File: config.mk
export PLATFORM = sky130hd
export DESIGN_NAME = operator_precedence_expression_parser_core
export DESIGN_NICKNAME = d
export VERILOG_FILES = /design/src/hw/rtl/ope_pkg.sv /design/src/hw/rtl/ope_ram.sv /design/src/hw/rtl/ope_ctrl.sv /design/src/hw/rtl/ope_dpath.sv /design/src/hw/rtl/operator_precedence_expression_parser_core.sv
export SDC_FILE = /design/constraint.sdc
export NUM_CORES = 2
export LEC_CHECK = 0
export BUFFER_PORTS_ARGS = -buffer_cell sky130_fd_sc_hd__buf_2
export CAP_MARGIN = 10
export CORE_MARGIN = 1
export CORE_UTILIZATION = 40
export CTS_BUF_LIST = sky130_fd_sc_hd__clkbuf_8
export DETAILED_ROUTE_END_ITERATION = 16
export PLACE_DENSITY_LB_ADDON = 0.2
export SYNTH_ARGS = -nofsm -noshare
export SYNTH_HDL_FRONTEND = slang
export SYNTH_SLANG_ARGS = --single-unit
File: constraint.sdc
create_clock -name i_clk -period 33.2 [get_ports i_clk]
set_input_delay 4.98 -clock i_clk [delete_from_list [all_inputs] [get_ports i_clk]]
set_output_delay 4.98 -clock i_clk [all_outputs]
set_load 0.05 [all_outputs]
File: src/hw/rtl/ope_pkg.sv
`default_nettype none
// ----------------------------------------------------------------------------
// ope_pkg
// Shared types, codes and the precedence table of the expression parser.
// ----------------------------------------------------------------------------
package ope_pkg;

    // Stack geometry
    localparam int STACK_DEPTH = 32;
    localparam int ADDR_W      = $clog2(STACK_DEPTH);
    localparam int TOP_W       = $clog2(STACK_DEPTH + 1);
    localparam int MAX_RESULTS = 33;
    localparam int CNT_W       = $clog2(MAX_RESULTS);

    // Stack word: {value, tag}
    localparam int TAG_W   = 9;
    localparam int VALUE_W = 64;
    localparam int WORD_W  = VALUE_W + TAG_W;

    localparam logic [TAG_W-1:0] TAG_MARK = 9'h100;
    localparam logic [TAG_W-1:0] TAG_RED  = 9'h101;
    localparam logic [TAG_W-1:0] TAG_END  = 9'h003;

    // Token classes
    localparam logic [2:0] CL_ADD  = 3'd0;
    localparam logic [2:0] CL_MUL  = 3'd1;
    localparam logic [2:0] CL_OPND = 3'd2;
    localparam logic [2:0] CL_END  = 3'd3;
    localparam logic [2:0] CL_REL  = 3'd4;
    localparam logic [2:0] CL_EQ   = 3'd5;
    localparam logic [2:0] CL_LPAR = 3'd6;
    localparam logic [2:0] CL_RPAR = 3'd7;

    typedef enum logic [1:0] {
        KIND_OPERAND  = 2'd0,
        KIND_OPERATOR = 2'd1,
        KIND_STATUS   = 2'd2
    } t_kind;

    typedef enum logic [2:0] {
        STS_ACCEPTED = 3'd0,
        STS_COMPLETE = 3'd1,
        STS_SYNTAX   = 3'd2,
        STS_UNDEF    = 3'd3,
        STS_PAREN    = 3'd4,
        STS_NORULE   = 3'd5,
        STS_OVERFLOW = 3'd6
    } t_status;

    typedef enum logic [2:0] {
        REL_R = 3'd0,
        REL_S = 3'd1,
        REL_E = 3'd2,
        REL_O = 3'd3,
        REL_F = 3'd4
    } t_rel;

    // What one evaluation step decided to do
    typedef enum logic [2:0] {
        ACT_RED_OPND = 3'd0,
        ACT_RED_BIN  = 3'd1,
        ACT_RED_PAR  = 3'd2,
        ACT_SHIFT_1  = 3'd3,
        ACT_SHIFT_2  = 3'd4,
        ACT_PUSH     = 3'd5,
        ACT_FINISH   = 3'd6
    } t_act;

    typedef enum logic [3:0] {
        S_IDLE  = 4'd0,
        S_RD_A  = 4'd1,
        S_RD_B  = 4'd2,
        S_RD_C  = 4'd3,
        S_EVAL  = 4'd4,
        S_WRITE = 4'd5,
        S_EMIT  = 4'd6
    } t_state;

    // Row = topmost terminal class, column = incoming class
    localparam t_rel PREC [0:7][0:7] = '{
        '{REL_R, REL_S, REL_S, REL_R, REL_R, REL_R, REL_S, REL_R},
        '{REL_R, REL_R, REL_S, REL_R, REL_R, REL_R, REL_S, REL_R},
        '{REL_R, REL_R, REL_F, REL_R, REL_R, REL_R, REL_F, REL_R},
        '{REL_S, REL_S, REL_S, REL_O, REL_S, REL_S, REL_S, REL_F},
        '{REL_S, REL_S, REL_S, REL_R, REL_F, REL_F, REL_S, REL_R},
        '{REL_S, REL_S, REL_S, REL_R, REL_F, REL_F, REL_S, REL_R},
        '{REL_S, REL_S, REL_S, REL_F, REL_S, REL_S, REL_S, REL_E},
        '{REL_R, REL_R, REL_F, REL_R, REL_R, REL_R, REL_F, REL_R}
    };

    // Controller to datapath
    typedef struct packed {
        logic       load;
        logic       rd_a;
        logic       rd_b;
        logic       cap_a;
        logic       cap_b;
        logic       eval;
        logic       wr;
        logic [1:0] wr_step;
        logic       top_upd;
        logic       emit;
    } t_cmd;

    // Datapath to controller
    typedef struct packed {
        t_act eval_act;
        t_act act;
        logic out_free;
    } t_dp_status;

    function automatic logic is_term(input logic [TAG_W-1:0] tag, input logic [2:0] cls);
        return (!tag[8]) && (tag[2:0] == cls);
    endfunction

endpackage
`default_nettype wire

File: src/hw/rtl/ope_ram.sv
`default_nettype none
// ----------------------------------------------------------------------------
// ope_ram
// Generic RAM: one write port, two read ports, registered read data.
// ----------------------------------------------------------------------------
module ope_ram #(
    parameter int WIDTH = 8,
    parameter int DEPTH = 32
) (
    input  wire logic                     i_clk,
    input  wire logic                     i_we,
    input  wire logic [$clog2(DEPTH)-1:0] i_waddr,
    input  wire logic [WIDTH-1:0]         i_wdata,
    input  wire logic [$clog2(DEPTH)-1:0] i_raddr_a,
    input  wire logic [$clog2(DEPTH)-1:0] i_raddr_b,
    output logic      [WIDTH-1:0]         o_rdata_a,
    output logic      [WIDTH-1:0]         o_rdata_b
);

    logic [WIDTH-1:0] r_mem [DEPTH];

    // Write and read
    always_ff @(posedge i_clk) begin
        if (i_we) begin
            r_mem[i_waddr] <= i_wdata;
        end
        o_rdata_a <= r_mem[i_raddr_a];
        o_rdata_b <= r_mem[i_raddr_b];
    end

endmodule
`default_nettype wire

File: src/hw/rtl/ope_ctrl.sv
`default_nettype none
// ----------------------------------------------------------------------------
// ope_ctrl
// Sequencer: reads the stack window, evaluates, writes back, emits words.
// ----------------------------------------------------------------------------
module ope_ctrl
    import ope_pkg::*;
(
    input  wire logic       i_clk,
    input  wire logic       i_rst_n,
    input  wire logic       i_in_valid,
    output logic            o_in_ready,
    input  wire t_dp_status i_dp,
    output t_cmd            o_cmd
);

    t_state     r_state, n_state;
    logic [1:0] r_step, n_step;
    logic [1:0] last_step;

    // State register
    always_ff @(posedge i_clk) begin
        if (!i_rst_n) begin
            r_state <= S_IDLE;
            r_step  <= 2'd0;
        end else begin
            r_state <= n_state;
            r_step  <= n_step;
        end
    end

    // Number of stack writes for the pending action, minus one
    always_comb begin
        case (i_dp.act)
            ACT_SHIFT_2: last_step = 2'd2;
            ACT_SHIFT_1: last_step = 2'd1;
            default:     last_step = 2'd0;
        endcase
    end

    // Next state and commands
    always_comb begin
        n_state       = r_state;
        n_step        = r_step;
        o_cmd         = '0;
        o_cmd.wr_step = r_step;
        o_in_ready    = 1'b0;
        unique case (r_state)
            S_IDLE: begin
                o_in_ready = 1'b1;
                if (i_in_valid) begin
                    o_cmd.load = 1'b1;
                    n_state    = S_RD_A;
                end
            end
            S_RD_A: begin
                o_cmd.rd_a = 1'b1;
                n_state    = S_RD_B;
            end
            S_RD_B: begin
                o_cmd.rd_b  = 1'b1;
                o_cmd.cap_a = 1'b1;
                n_state     = S_RD_C;
            end
            S_RD_C: begin
                o_cmd.cap_b = 1'b1;
                n_state     = S_EVAL;
            end
            S_EVAL: begin
                o_cmd.eval = 1'b1;
                n_step     = 2'd0;
                n_state    = (i_dp.eval_act == ACT_FINISH) ? S_EMIT : S_WRITE;
            end
            S_WRITE: begin
                o_cmd.wr = 1'b1;
                if (r_step == last_step) begin
                    o_cmd.top_upd = 1'b1;
                    n_step        = 2'd0;
                    n_state       = (i_dp.act == ACT_RED_PAR) ? S_RD_A : S_EMIT;
                end else begin
                    n_step = r_step + 2'd1;
                end
            end
            S_EMIT: begin
                if (i_dp.out_free) begin
                    o_cmd.emit = 1'b1;
                    if (i_dp.act == ACT_RED_OPND || i_dp.act == ACT_RED_BIN) begin
                        n_state = S_RD_A;
                    end else begin
                        n_state = S_IDLE;
                    end
                end
            end
            default: n_state = S_IDLE;
        endcase
    end

endmodule
`default_nettype wire

File: src/hw/rtl/ope_dpath.sv
`default_nettype none
// ----------------------------------------------------------------------------
// ope_dpath
// Datapath: token register, stack memory, window, decision and output word.
// ----------------------------------------------------------------------------
module ope_dpath
    import ope_pkg::*;
(
    input  wire logic               i_clk,
    input  wire logic               i_rst_n,
    input  wire t_cmd               i_cmd,
    output t_dp_status              o_dp,
    input  wire logic [2:0]         i_token_class,
    input  wire logic [1:0]         i_token_sub,
    input  wire logic [VALUE_W-1:0] i_token_value,
    input  wire logic               i_is_variable,
    input  wire logic               i_var_found,
    input  wire logic               i_var_maybe_undef,
    input  wire logic               i_need_closing_paren,
    output logic                    o_out_valid,
    input  wire logic               i_out_ready,
    output logic [1:0]              o_out_kind,
    output logic [2:0]              o_out_class,
    output logic [1:0]              o_out_sub,
    output logic [VALUE_W-1:0]      o_out_value,
    output logic                    o_out_is_variable,
    output logic                    o_check_defined,
    output logic [2:0]              o_status,
    output logic                    o_last
);

    // Token
    logic [TAG_W-1:0]   r_tok_tag;
    logic [VALUE_W-1:0] r_tok_val;
    logic               r_need;

    // Stack control
    logic [TOP_W-1:0] r_top;
    logic             r_lwr;
    logic [CNT_W-1:0] r_n;

    // Window of the top four entries
    logic [TAG_W-1:0]   r_w1, r_w2, r_w3, r_w4;
    logic [VALUE_W-1:0] r_v1;

    t_act    r_act, eval_act;
    t_status r_code, eval_code;

    // Memory ports
    logic               we;
    logic [ADDR_W-1:0]  waddr, raddr_a, raddr_b, wbase;
    logic [WORD_W-1:0]  wdata, rdata_a, rdata_b;

    logic [2:0]        row;
    t_rel              rel;
    logic              full;
    logic [TOP_W:0]    top_ext;

    ope_ram #(
        .WIDTH (WORD_W),
        .DEPTH (STACK_DEPTH)
    ) u_stack (
        .i_clk     (i_clk),
        .i_we      (we),
        .i_waddr   (waddr),
        .i_wdata   (wdata),
        .i_raddr_a (raddr_a),
        .i_raddr_b (raddr_b),
        .o_rdata_a (rdata_a),
        .o_rdata_b (rdata_b)
    );

    // Read addresses: pair below the top, then the next pair
    always_comb begin
        if (i_cmd.rd_b) begin
            raddr_a = ADDR_W'(r_top - TOP_W'(3));
            raddr_b = ADDR_W'(r_top - TOP_W'(4));
        end else begin
            raddr_a = ADDR_W'(r_top - TOP_W'(1));
            raddr_b = ADDR_W'(r_top - TOP_W'(2));
        end
    end

    // Write address and data per action and step
    always_comb begin
        we    = i_cmd.wr;
        wbase = (r_act == ACT_SHIFT_2) ? ADDR_W'(r_top - TOP_W'(1)) : ADDR_W'(r_top);
        waddr = wbase + ADDR_W'(i_cmd.wr_step);
        wdata = {{VALUE_W{1'b0}}, TAG_RED};
        case (r_act)
            ACT_RED_OPND: waddr = ADDR_W'(r_top - TOP_W'(2));
            ACT_RED_BIN,
            ACT_RED_PAR:  waddr = ADDR_W'(r_top - TOP_W'(4));
            ACT_SHIFT_1: begin
                wdata = (i_cmd.wr_step == 2'd0) ? {{VALUE_W{1'b0}}, TAG_MARK}
                                                : {r_tok_val, r_tok_tag};
            end
            ACT_SHIFT_2: begin
                if (i_cmd.wr_step == 2'd0) begin
                    wdata = {{VALUE_W{1'b0}}, TAG_MARK};
                end else if (i_cmd.wr_step == 2'd2) begin
                    wdata = {r_tok_val, r_tok_tag};
                end
            end
            ACT_PUSH: wdata = {r_tok_val, r_tok_tag};
            default: ;
        endcase
    end

    // Decide the next action from the window
    always_comb begin
        row       = r_w1[8] ? r_w2[2:0] : r_w1[2:0];
        rel       = PREC[row][r_tok_tag[2:0]];
        full      = r_n >= CNT_W'(MAX_RESULTS - 1);
        top_ext   = {1'b0, r_top};
        eval_act  = ACT_FINISH;
        eval_code = STS_SYNTAX;
        case (rel)
            REL_R: begin
                case (row)
                    CL_OPND: begin
                        if (r_top < TOP_W'(2) || !is_term(r_w1, CL_OPND)) begin
                            eval_code = STS_SYNTAX;
                        end else if (r_w1[5] && !r_w1[6]) begin
                            eval_code = STS_UNDEF;
                        end else if (r_w2 != TAG_MARK) begin
                            eval_code = STS_SYNTAX;
                        end else if (full) begin
                            eval_code = STS_OVERFLOW;
                        end else begin
                            eval_act = ACT_RED_OPND;
                        end
                    end
                    CL_ADD, CL_MUL, CL_REL, CL_EQ: begin
                        if (r_top < TOP_W'(4) || r_w1 != TAG_RED || !is_term(r_w2, row)
                            || r_w3 != TAG_RED || r_w4 != TAG_MARK) begin
                            eval_code = STS_SYNTAX;
                        end else if (full) begin
                            eval_code = STS_OVERFLOW;
                        end else begin
                            eval_act = ACT_RED_BIN;
                        end
                    end
                    CL_RPAR: begin
                        if (r_top < TOP_W'(4) || !is_term(r_w1, CL_RPAR) || r_w2 != TAG_RED
                            || !is_term(r_w3, CL_LPAR) || r_w4 != TAG_MARK) begin
                            eval_code = STS_SYNTAX;
                        end else begin
                            eval_act = ACT_RED_PAR;
                        end
                    end
                    default: eval_code = STS_NORULE;
                endcase
            end
            REL_S: begin
                if (top_ext + (TOP_W+1)'(2) > (TOP_W+1)'(STACK_DEPTH)) begin
                    eval_code = STS_OVERFLOW;
                end else begin
                    eval_act = r_w1[8] ? ACT_SHIFT_2 : ACT_SHIFT_1;
                end
            end
            REL_E: begin
                if (top_ext + (TOP_W+1)'(1) > (TOP_W+1)'(STACK_DEPTH)) begin
                    eval_code = STS_OVERFLOW;
                end else begin
                    eval_act = ACT_PUSH;
                end
            end
            REL_O: eval_code = (r_need && !r_lwr) ? STS_PAREN : STS_COMPLETE;
            default: eval_code = STS_SYNTAX;
        endcase
    end

    // Token, window and decision registers
    always_ff @(posedge i_clk) begin
        if (i_cmd.load) begin
            r_tok_tag <= {1'b0, i_var_maybe_undef, i_var_found, i_is_variable,
                          i_token_sub, i_token_class};
            r_tok_val <= i_token_value;
            r_need    <= i_need_closing_paren;
        end
        // Entry zero always reads as the end marker
        if (i_cmd.cap_a) begin
            r_w1 <= (r_top == TOP_W'(1)) ? TAG_END : rdata_a[TAG_W-1:0];
            r_v1 <= rdata_a[WORD_W-1:TAG_W];
            r_w2 <= (r_top == TOP_W'(2)) ? TAG_END : rdata_b[TAG_W-1:0];
        end
        if (i_cmd.cap_b) begin
            r_w3 <= (r_top == TOP_W'(3)) ? TAG_END : rdata_a[TAG_W-1:0];
            r_w4 <= (r_top == TOP_W'(4)) ? TAG_END : rdata_b[TAG_W-1:0];
        end
        if (i_cmd.eval) begin
            r_act  <= eval_act;
            r_code <= eval_code;
        end
    end

    // Stack pointer, paren memory and result count
    always_ff @(posedge i_clk) begin
        if (!i_rst_n) begin
            r_top <= TOP_W'(1);
            r_lwr <= 1'b0;
            r_n   <= '0;
        end else begin
            if (i_cmd.load) begin
                r_n <= '0;
            end
            if (i_cmd.top_upd) begin
                case (r_act)
                    ACT_RED_OPND: r_top <= r_top - TOP_W'(1);
                    ACT_RED_BIN,
                    ACT_RED_PAR:  r_top <= r_top - TOP_W'(3);
                    ACT_SHIFT_1,
                    ACT_SHIFT_2: begin
                        r_top <= r_top + TOP_W'(2);
                        r_lwr <= (r_tok_tag[2:0] == CL_RPAR);
                    end
                    ACT_PUSH: begin
                        r_top <= r_top + TOP_W'(1);
                        r_lwr <= 1'b1;
                    end
                    default: ;
                endcase
            end
            if (i_cmd.emit) begin
                if (r_act == ACT_FINISH) begin
                    r_top <= TOP_W'(1);
                end
                if (r_act == ACT_RED_OPND || r_act == ACT_RED_BIN) begin
                    r_n <= r_n + CNT_W'(1);
                end
            end
        end
    end

    // Output word valid
    always_ff @(posedge i_clk) begin
        if (!i_rst_n) begin
            o_out_valid <= 1'b0;
        end else if (i_cmd.emit) begin
            o_out_valid <= 1'b1;
        end else if (i_out_ready) begin
            o_out_valid <= 1'b0;
        end
    end

    // Output word payload
    always_ff @(posedge i_clk) begin
        if (i_cmd.emit) begin
            o_out_kind        <= KIND_STATUS;
            o_out_class       <= 3'd0;
            o_out_sub         <= 2'd0;
            o_out_value       <= '0;
            o_out_is_variable <= 1'b0;
            o_check_defined   <= 1'b0;
            o_status          <= STS_ACCEPTED;
            o_last            <= 1'b1;
            case (r_act)
                ACT_RED_OPND: begin
                    o_out_kind        <= KIND_OPERAND;
                    o_out_class       <= CL_OPND;
                    o_out_sub         <= r_w1[4:3];
                    o_out_value       <= r_v1;
                    o_out_is_variable <= r_w1[5];
                    o_check_defined   <= r_w1[5] & r_w1[7];
                    o_last            <= 1'b0;
                end
                ACT_RED_BIN: begin
                    o_out_kind  <= KIND_OPERATOR;
                    o_out_class <= r_w2[2:0];
                    o_out_sub   <= r_w2[4:3];
                    o_last      <= 1'b0;
                end
                ACT_FINISH: o_status <= r_code;
                default: ;
            endcase
        end
    end

    assign o_dp.eval_act = eval_act;
    assign o_dp.act      = r_act;
    assign o_dp.out_free = !o_out_valid || i_out_ready;

endmodule
`default_nettype wire

File: src/hw/rtl/operator_precedence_expression_parser_core.sv
`default_nettype none
// ----------------------------------------------------------------------------
// operator_precedence_expression_parser_core
// Operator-precedence parser emitting postfix words and a status per token.
// ----------------------------------------------------------------------------
// Sequence: each evaluation step reads the stack window (RD_A, RD_B, RD_C)
//   and decides (EVAL); a reduction then writes and emits, a bracket pair
//   writes only, a shift or a push writes and emits, a finish emits only.
// Pacing: set by the two-port stack memory read of the four top entries, its
//   single write port and a free output word; new tokens are taken only in IDLE.
// Reset: stack holds only the end marker, no output word pending.
// ----------------------------------------------------------------------------
module operator_precedence_expression_parser_core
    import ope_pkg::*;
(
    input  wire logic               i_clk,
    input  wire logic               i_rst_n,
    input  wire logic               i_in_valid,
    output logic                    o_in_ready,
    input  wire logic [2:0]         i_token_class,
    input  wire logic [1:0]         i_token_sub,
    input  wire logic [VALUE_W-1:0] i_token_value,
    input  wire logic               i_is_variable,
    input  wire logic               i_var_found,
    input  wire logic               i_var_maybe_undef,
    input  wire logic               i_need_closing_paren,
    output logic                    o_out_valid,
    input  wire logic               i_out_ready,
    output logic [1:0]              o_out_kind,
    output logic [2:0]              o_out_class,
    output logic [1:0]              o_out_sub,
    output logic [VALUE_W-1:0]      o_out_value,
    output logic                    o_out_is_variable,
    output logic                    o_check_defined,
    output logic [2:0]              o_status,
    output logic                    o_last
);

    t_cmd       cmd;
    t_dp_status dp;

    ope_ctrl u_ctrl (
        .i_clk      (i_clk),
        .i_rst_n    (i_rst_n),
        .i_in_valid (i_in_valid),
        .o_in_ready (o_in_ready),
        .i_dp       (dp),
        .o_cmd      (cmd)
    );

    ope_dpath u_dpath (
        .i_clk                (i_clk),
        .i_rst_n              (i_rst_n),
        .i_cmd                (cmd),
        .o_dp                 (dp),
        .i_token_class        (i_token_class),
        .i_token_sub          (i_token_sub),
        .i_token_value        (i_token_value),
        .i_is_variable        (i_is_variable),
        .i_var_found          (i_var_found),
        .i_var_maybe_undef    (i_var_maybe_undef),
        .i_need_closing_paren (i_need_closing_paren),
        .o_out_valid          (o_out_valid),
        .i_out_ready          (i_out_ready),
        .o_out_kind           (o_out_kind),
        .o_out_class          (o_out_class),
        .o_out_sub            (o_out_sub),
        .o_out_value          (o_out_value),
        .o_out_is_variable    (o_out_is_variable),
        .o_check_defined      (o_check_defined),
        .o_status             (o_status),
        .o_last               (o_last)
    );

endmodule
`default_nettype wire
==> flow_summary.toml <==
[status]
status = "completed"

[worst_setup_path]
cpPeakStageDelay_ns = 0.48
rrSetupSlack_ns = 26.30
crit_path_end_kind = "output pin"
start_kind = "flop"
critPathMaxFanout = 14
r2r_cells = 13
crit_buf_inv = 1
path_class = "flop to output pin"
path_cells = "nor3_1, buf_2"
cp.arrival_ns = 2.20
crit_cells = 2
critPathLaunch = "u_ctrl.r_state[0]"
critPathTopFamily = "flip-flops"
reg2reg_from = "u_dpath.r_top[0]"
worstPathRequired_ns = 28.22
crit_path_top_delay_cell = "dfxtp_1"

[finish]
final_nets = 5694
layout_common_cells = "edfxtp_1, mux4_2, nand2_1, clkbuf_8, inv_1"
drive_gt1_frac = 0.271
final_cells = 9473
final_common_cell = "edfxtp_1"
n_fill_cell = 22300
area_delta_synth_final_pct = 13.4

[global_route]
grt_max_degree = 104
antenna_found_initial = 12
grt_pass1_wl_um = 391000
grt_pass1_vias = 54700
grt_usage = 0.205
grt_overflow = 0

[power]
power_mw = 7.90
power.density_mw_per_mm2 = 66.4
p_clk_frac = 0.353
peakVddDrop_mv = 0.0527
power_frac_seq = 0.498
p_int_mw = 5.71
p_leak_nw = 39.7
p_sw_mw = 2.19
p_sw_frac = 0.278
pwr-share-comb = 0.148

[synth]
syn_area_per_cell_um2 = 20.4
synth.net_count = 5242
synth-edff-count = 2591
synthCells = 5141
synth_flop_cell = "edfxtp_1"
post_synth_num_cell_types = 89
synth_seq_cells = 2692
async_flop_share = 0
ys_warn_count = 0
syn-cell-area_mm2 = 0.105
yosysSeqAreaShare = 0.761

[sta]
tightest_slew_ns = 1.29
setup_tns_ns = 0
maxSlewHeadroom = 0.142
fin_crit_ns = 7.18
finalSetupViolations = 0
fin_ws_ns = 26.02
finClkSkew_ns = 0.0830
drv_slew = 0
finalHoldViolCount = 0
post-route-period-util = 0.216
fmax_mhz = 139
hold_ws_ns = 0.353
rsz0062_at_grt = "false"

[floorplanning]
die_area_mm2 = 0.264
core_area_mm2 = 0.260
initial_core_util = 0.403
rows = 187
ioPinCount = 156
dieWidth_um = 514
dieHeight_um = 514

[cts]
cts_sinks = 2692
clockRootBuffer = "clkbuf_8"
cts_resized = 0
cts_tree = "done"
cts_buffer_depth = 4
post_cts_buffers = 0
cts_buffers = 442
htree_levels = 5
clkLatencyLatePin_ns = 1.09
postCtsHoldBufs = 0
clk_pin_slew_ns = 0.06

[hold_path]
min_from = "u_dpath.u_stack.o_rdata_a[52]"
holdPathStages = 0
holdCritPathClass = "flop to flop"

[detailed_routing]
wl_per_cell_um = 28.7
vias = 52600
drt_iter0_markers = 5173
via_per_inst = 5.55
ant_nets = 0
dr.pass1.iters = 5
drc = 0
routed_wirelength_um = 272000

[place]
gp_congestion = 0.768
place_inst = 8637
dp_slack_ns = 26.19
hpwlAfterDp_um = 144000
io_buffers = 155

[flow_run]
maxCapViolations = 0
power groups by stage:
| stage | logic [mW] | clock network [mW] | registers, mW |
|---|---|---|---|
| after floorplan | 0.748 | 0 | 3.96 |
| after global placement | 1.18 | 0 | 4.01 |
| after detailed placement | 1.18 | 0 | 4.01 |
| after CTS | 1.19 | 2.86 | 3.94 |
| after global routing | 1.26 | 3.00 | 3.95 |
| final | 1.17 | 2.79 | 3.94 |
synthesized netlist by cell type (all sizes together) (5+ instances only):
library cell,count,area (µm²)
nand4,7,43.8
nand2,499,1870
and4,7,61.3
clkbuf,140,526
or2,13,81.3
a211oi,5,42.5
a32oi,74,648
mux2i,91,922
edfxtp,2591,77800
mux4,668,15000
o21a,5,37.5
a22oi,6,45.0
o22ai,5,31.3
inv,27,101
nand3b,6,45.0
buf,153,753
and2,80,500
a22o,5,43.8
a21oi,31,155
o211ai,5,37.5
ha,23,288
nor2,61,239
and3,154,963
xnor2,18,191
nor4,18,125
nor3,12,60.1
nor2b,38,238
xor2,8,77.6
o21ai,26,134
nand2b,7,43.8
dfxtp,101,2020
nor4b,19,166
nand3,166,831
sequential cells by signal, indices dropped and copies added, names as in the netlist, 2 cells and up:
signal / cells
u_dpath.o_out_value: 64
u_dpath.r_top: 6
u_dpath.r_w4: 9
u_dpath.o_out_class: 3
u_dpath.r_w3: 9
u_dpath.o_out_sub: 2
u_dpath.r_tok_tag: 8
u_dpath.o_status: 3
u_dpath.r_act: 3
u_dpath.r_code: 3
u_dpath.r_w1: 9
u_dpath.r_n: 6
u_dpath.u_stack.r_mem: 2336
u_dpath.r_tok_val: 64
u_dpath.r_w2: 9
u_dpath.r_v1: 64
u_ctrl.r_step: 2
u_dpath.u_stack.o_rdata_b: 9
u_ctrl.r_state: 3
u_dpath.u_stack.o_rdata_a: 73
worst paths after layout:
check | endpoint
setup / recovery | o_in_ready
hold reg to reg | u_dpath.r_v1[43]
hold / removal | u_dpath.r_v1[43]
setup reg to reg | u_dpath.u_stack.r_mem[26][69]
metal layers:
layer | wire length, µm | track usage
met1 | 122000 | 0.296
met2 | 128000 | 0.325
met3 | 16900 | 0.0345
met4 | 5270 | 0.0456
met5 | 13 | 0
through the flow:
step	area, µm²	utilization
final	119000	0.457
after global routing	119000	0.457
after CTS	119000	0.456
after detailed placement	110000	0.424
after global placement	110000	0.423
after floorplan	105000	-
cell type report:
class | count | area (µm²) | share of cell area
clock buffer | 481 | 6620 | 0.0557
timing repair buffer | 301 | 2110 | 0.0177
clock inverter | 341 | 1910 | 0.0161
inverter | 28 | 115 | 0.000968
tap | 3496 | 4370 | 0.0368
multi-input combinational | 2128 | 24000 | 0.202
antenna | 6 | 15.0 | 0.000126
sequential | 2692 | 79800 | 0.671
logic make-up (layout without fill, tap and decap cells):
kind of cell | after synthesis | after routing | share of synthesized area
multiplexers | 763 | 763 | 0.153
AO/OA/AOI/OAI | 206 | 206 | 0.0151
other | 0 | 6 | 0
XOR/XNOR | 26 | 26 | 0.00257
adder cells (fa/ha/maj) | 24 | 24 | 0.00294
AND/OR/NAND/NOR | 1109 | 1109 | 0.0523
buffers and inverters | 321 | 1151 | 0.0132
flip-flops | 2692 | 2692 | 0.761
Note: power is estimated with default switching activity, not from simulation.
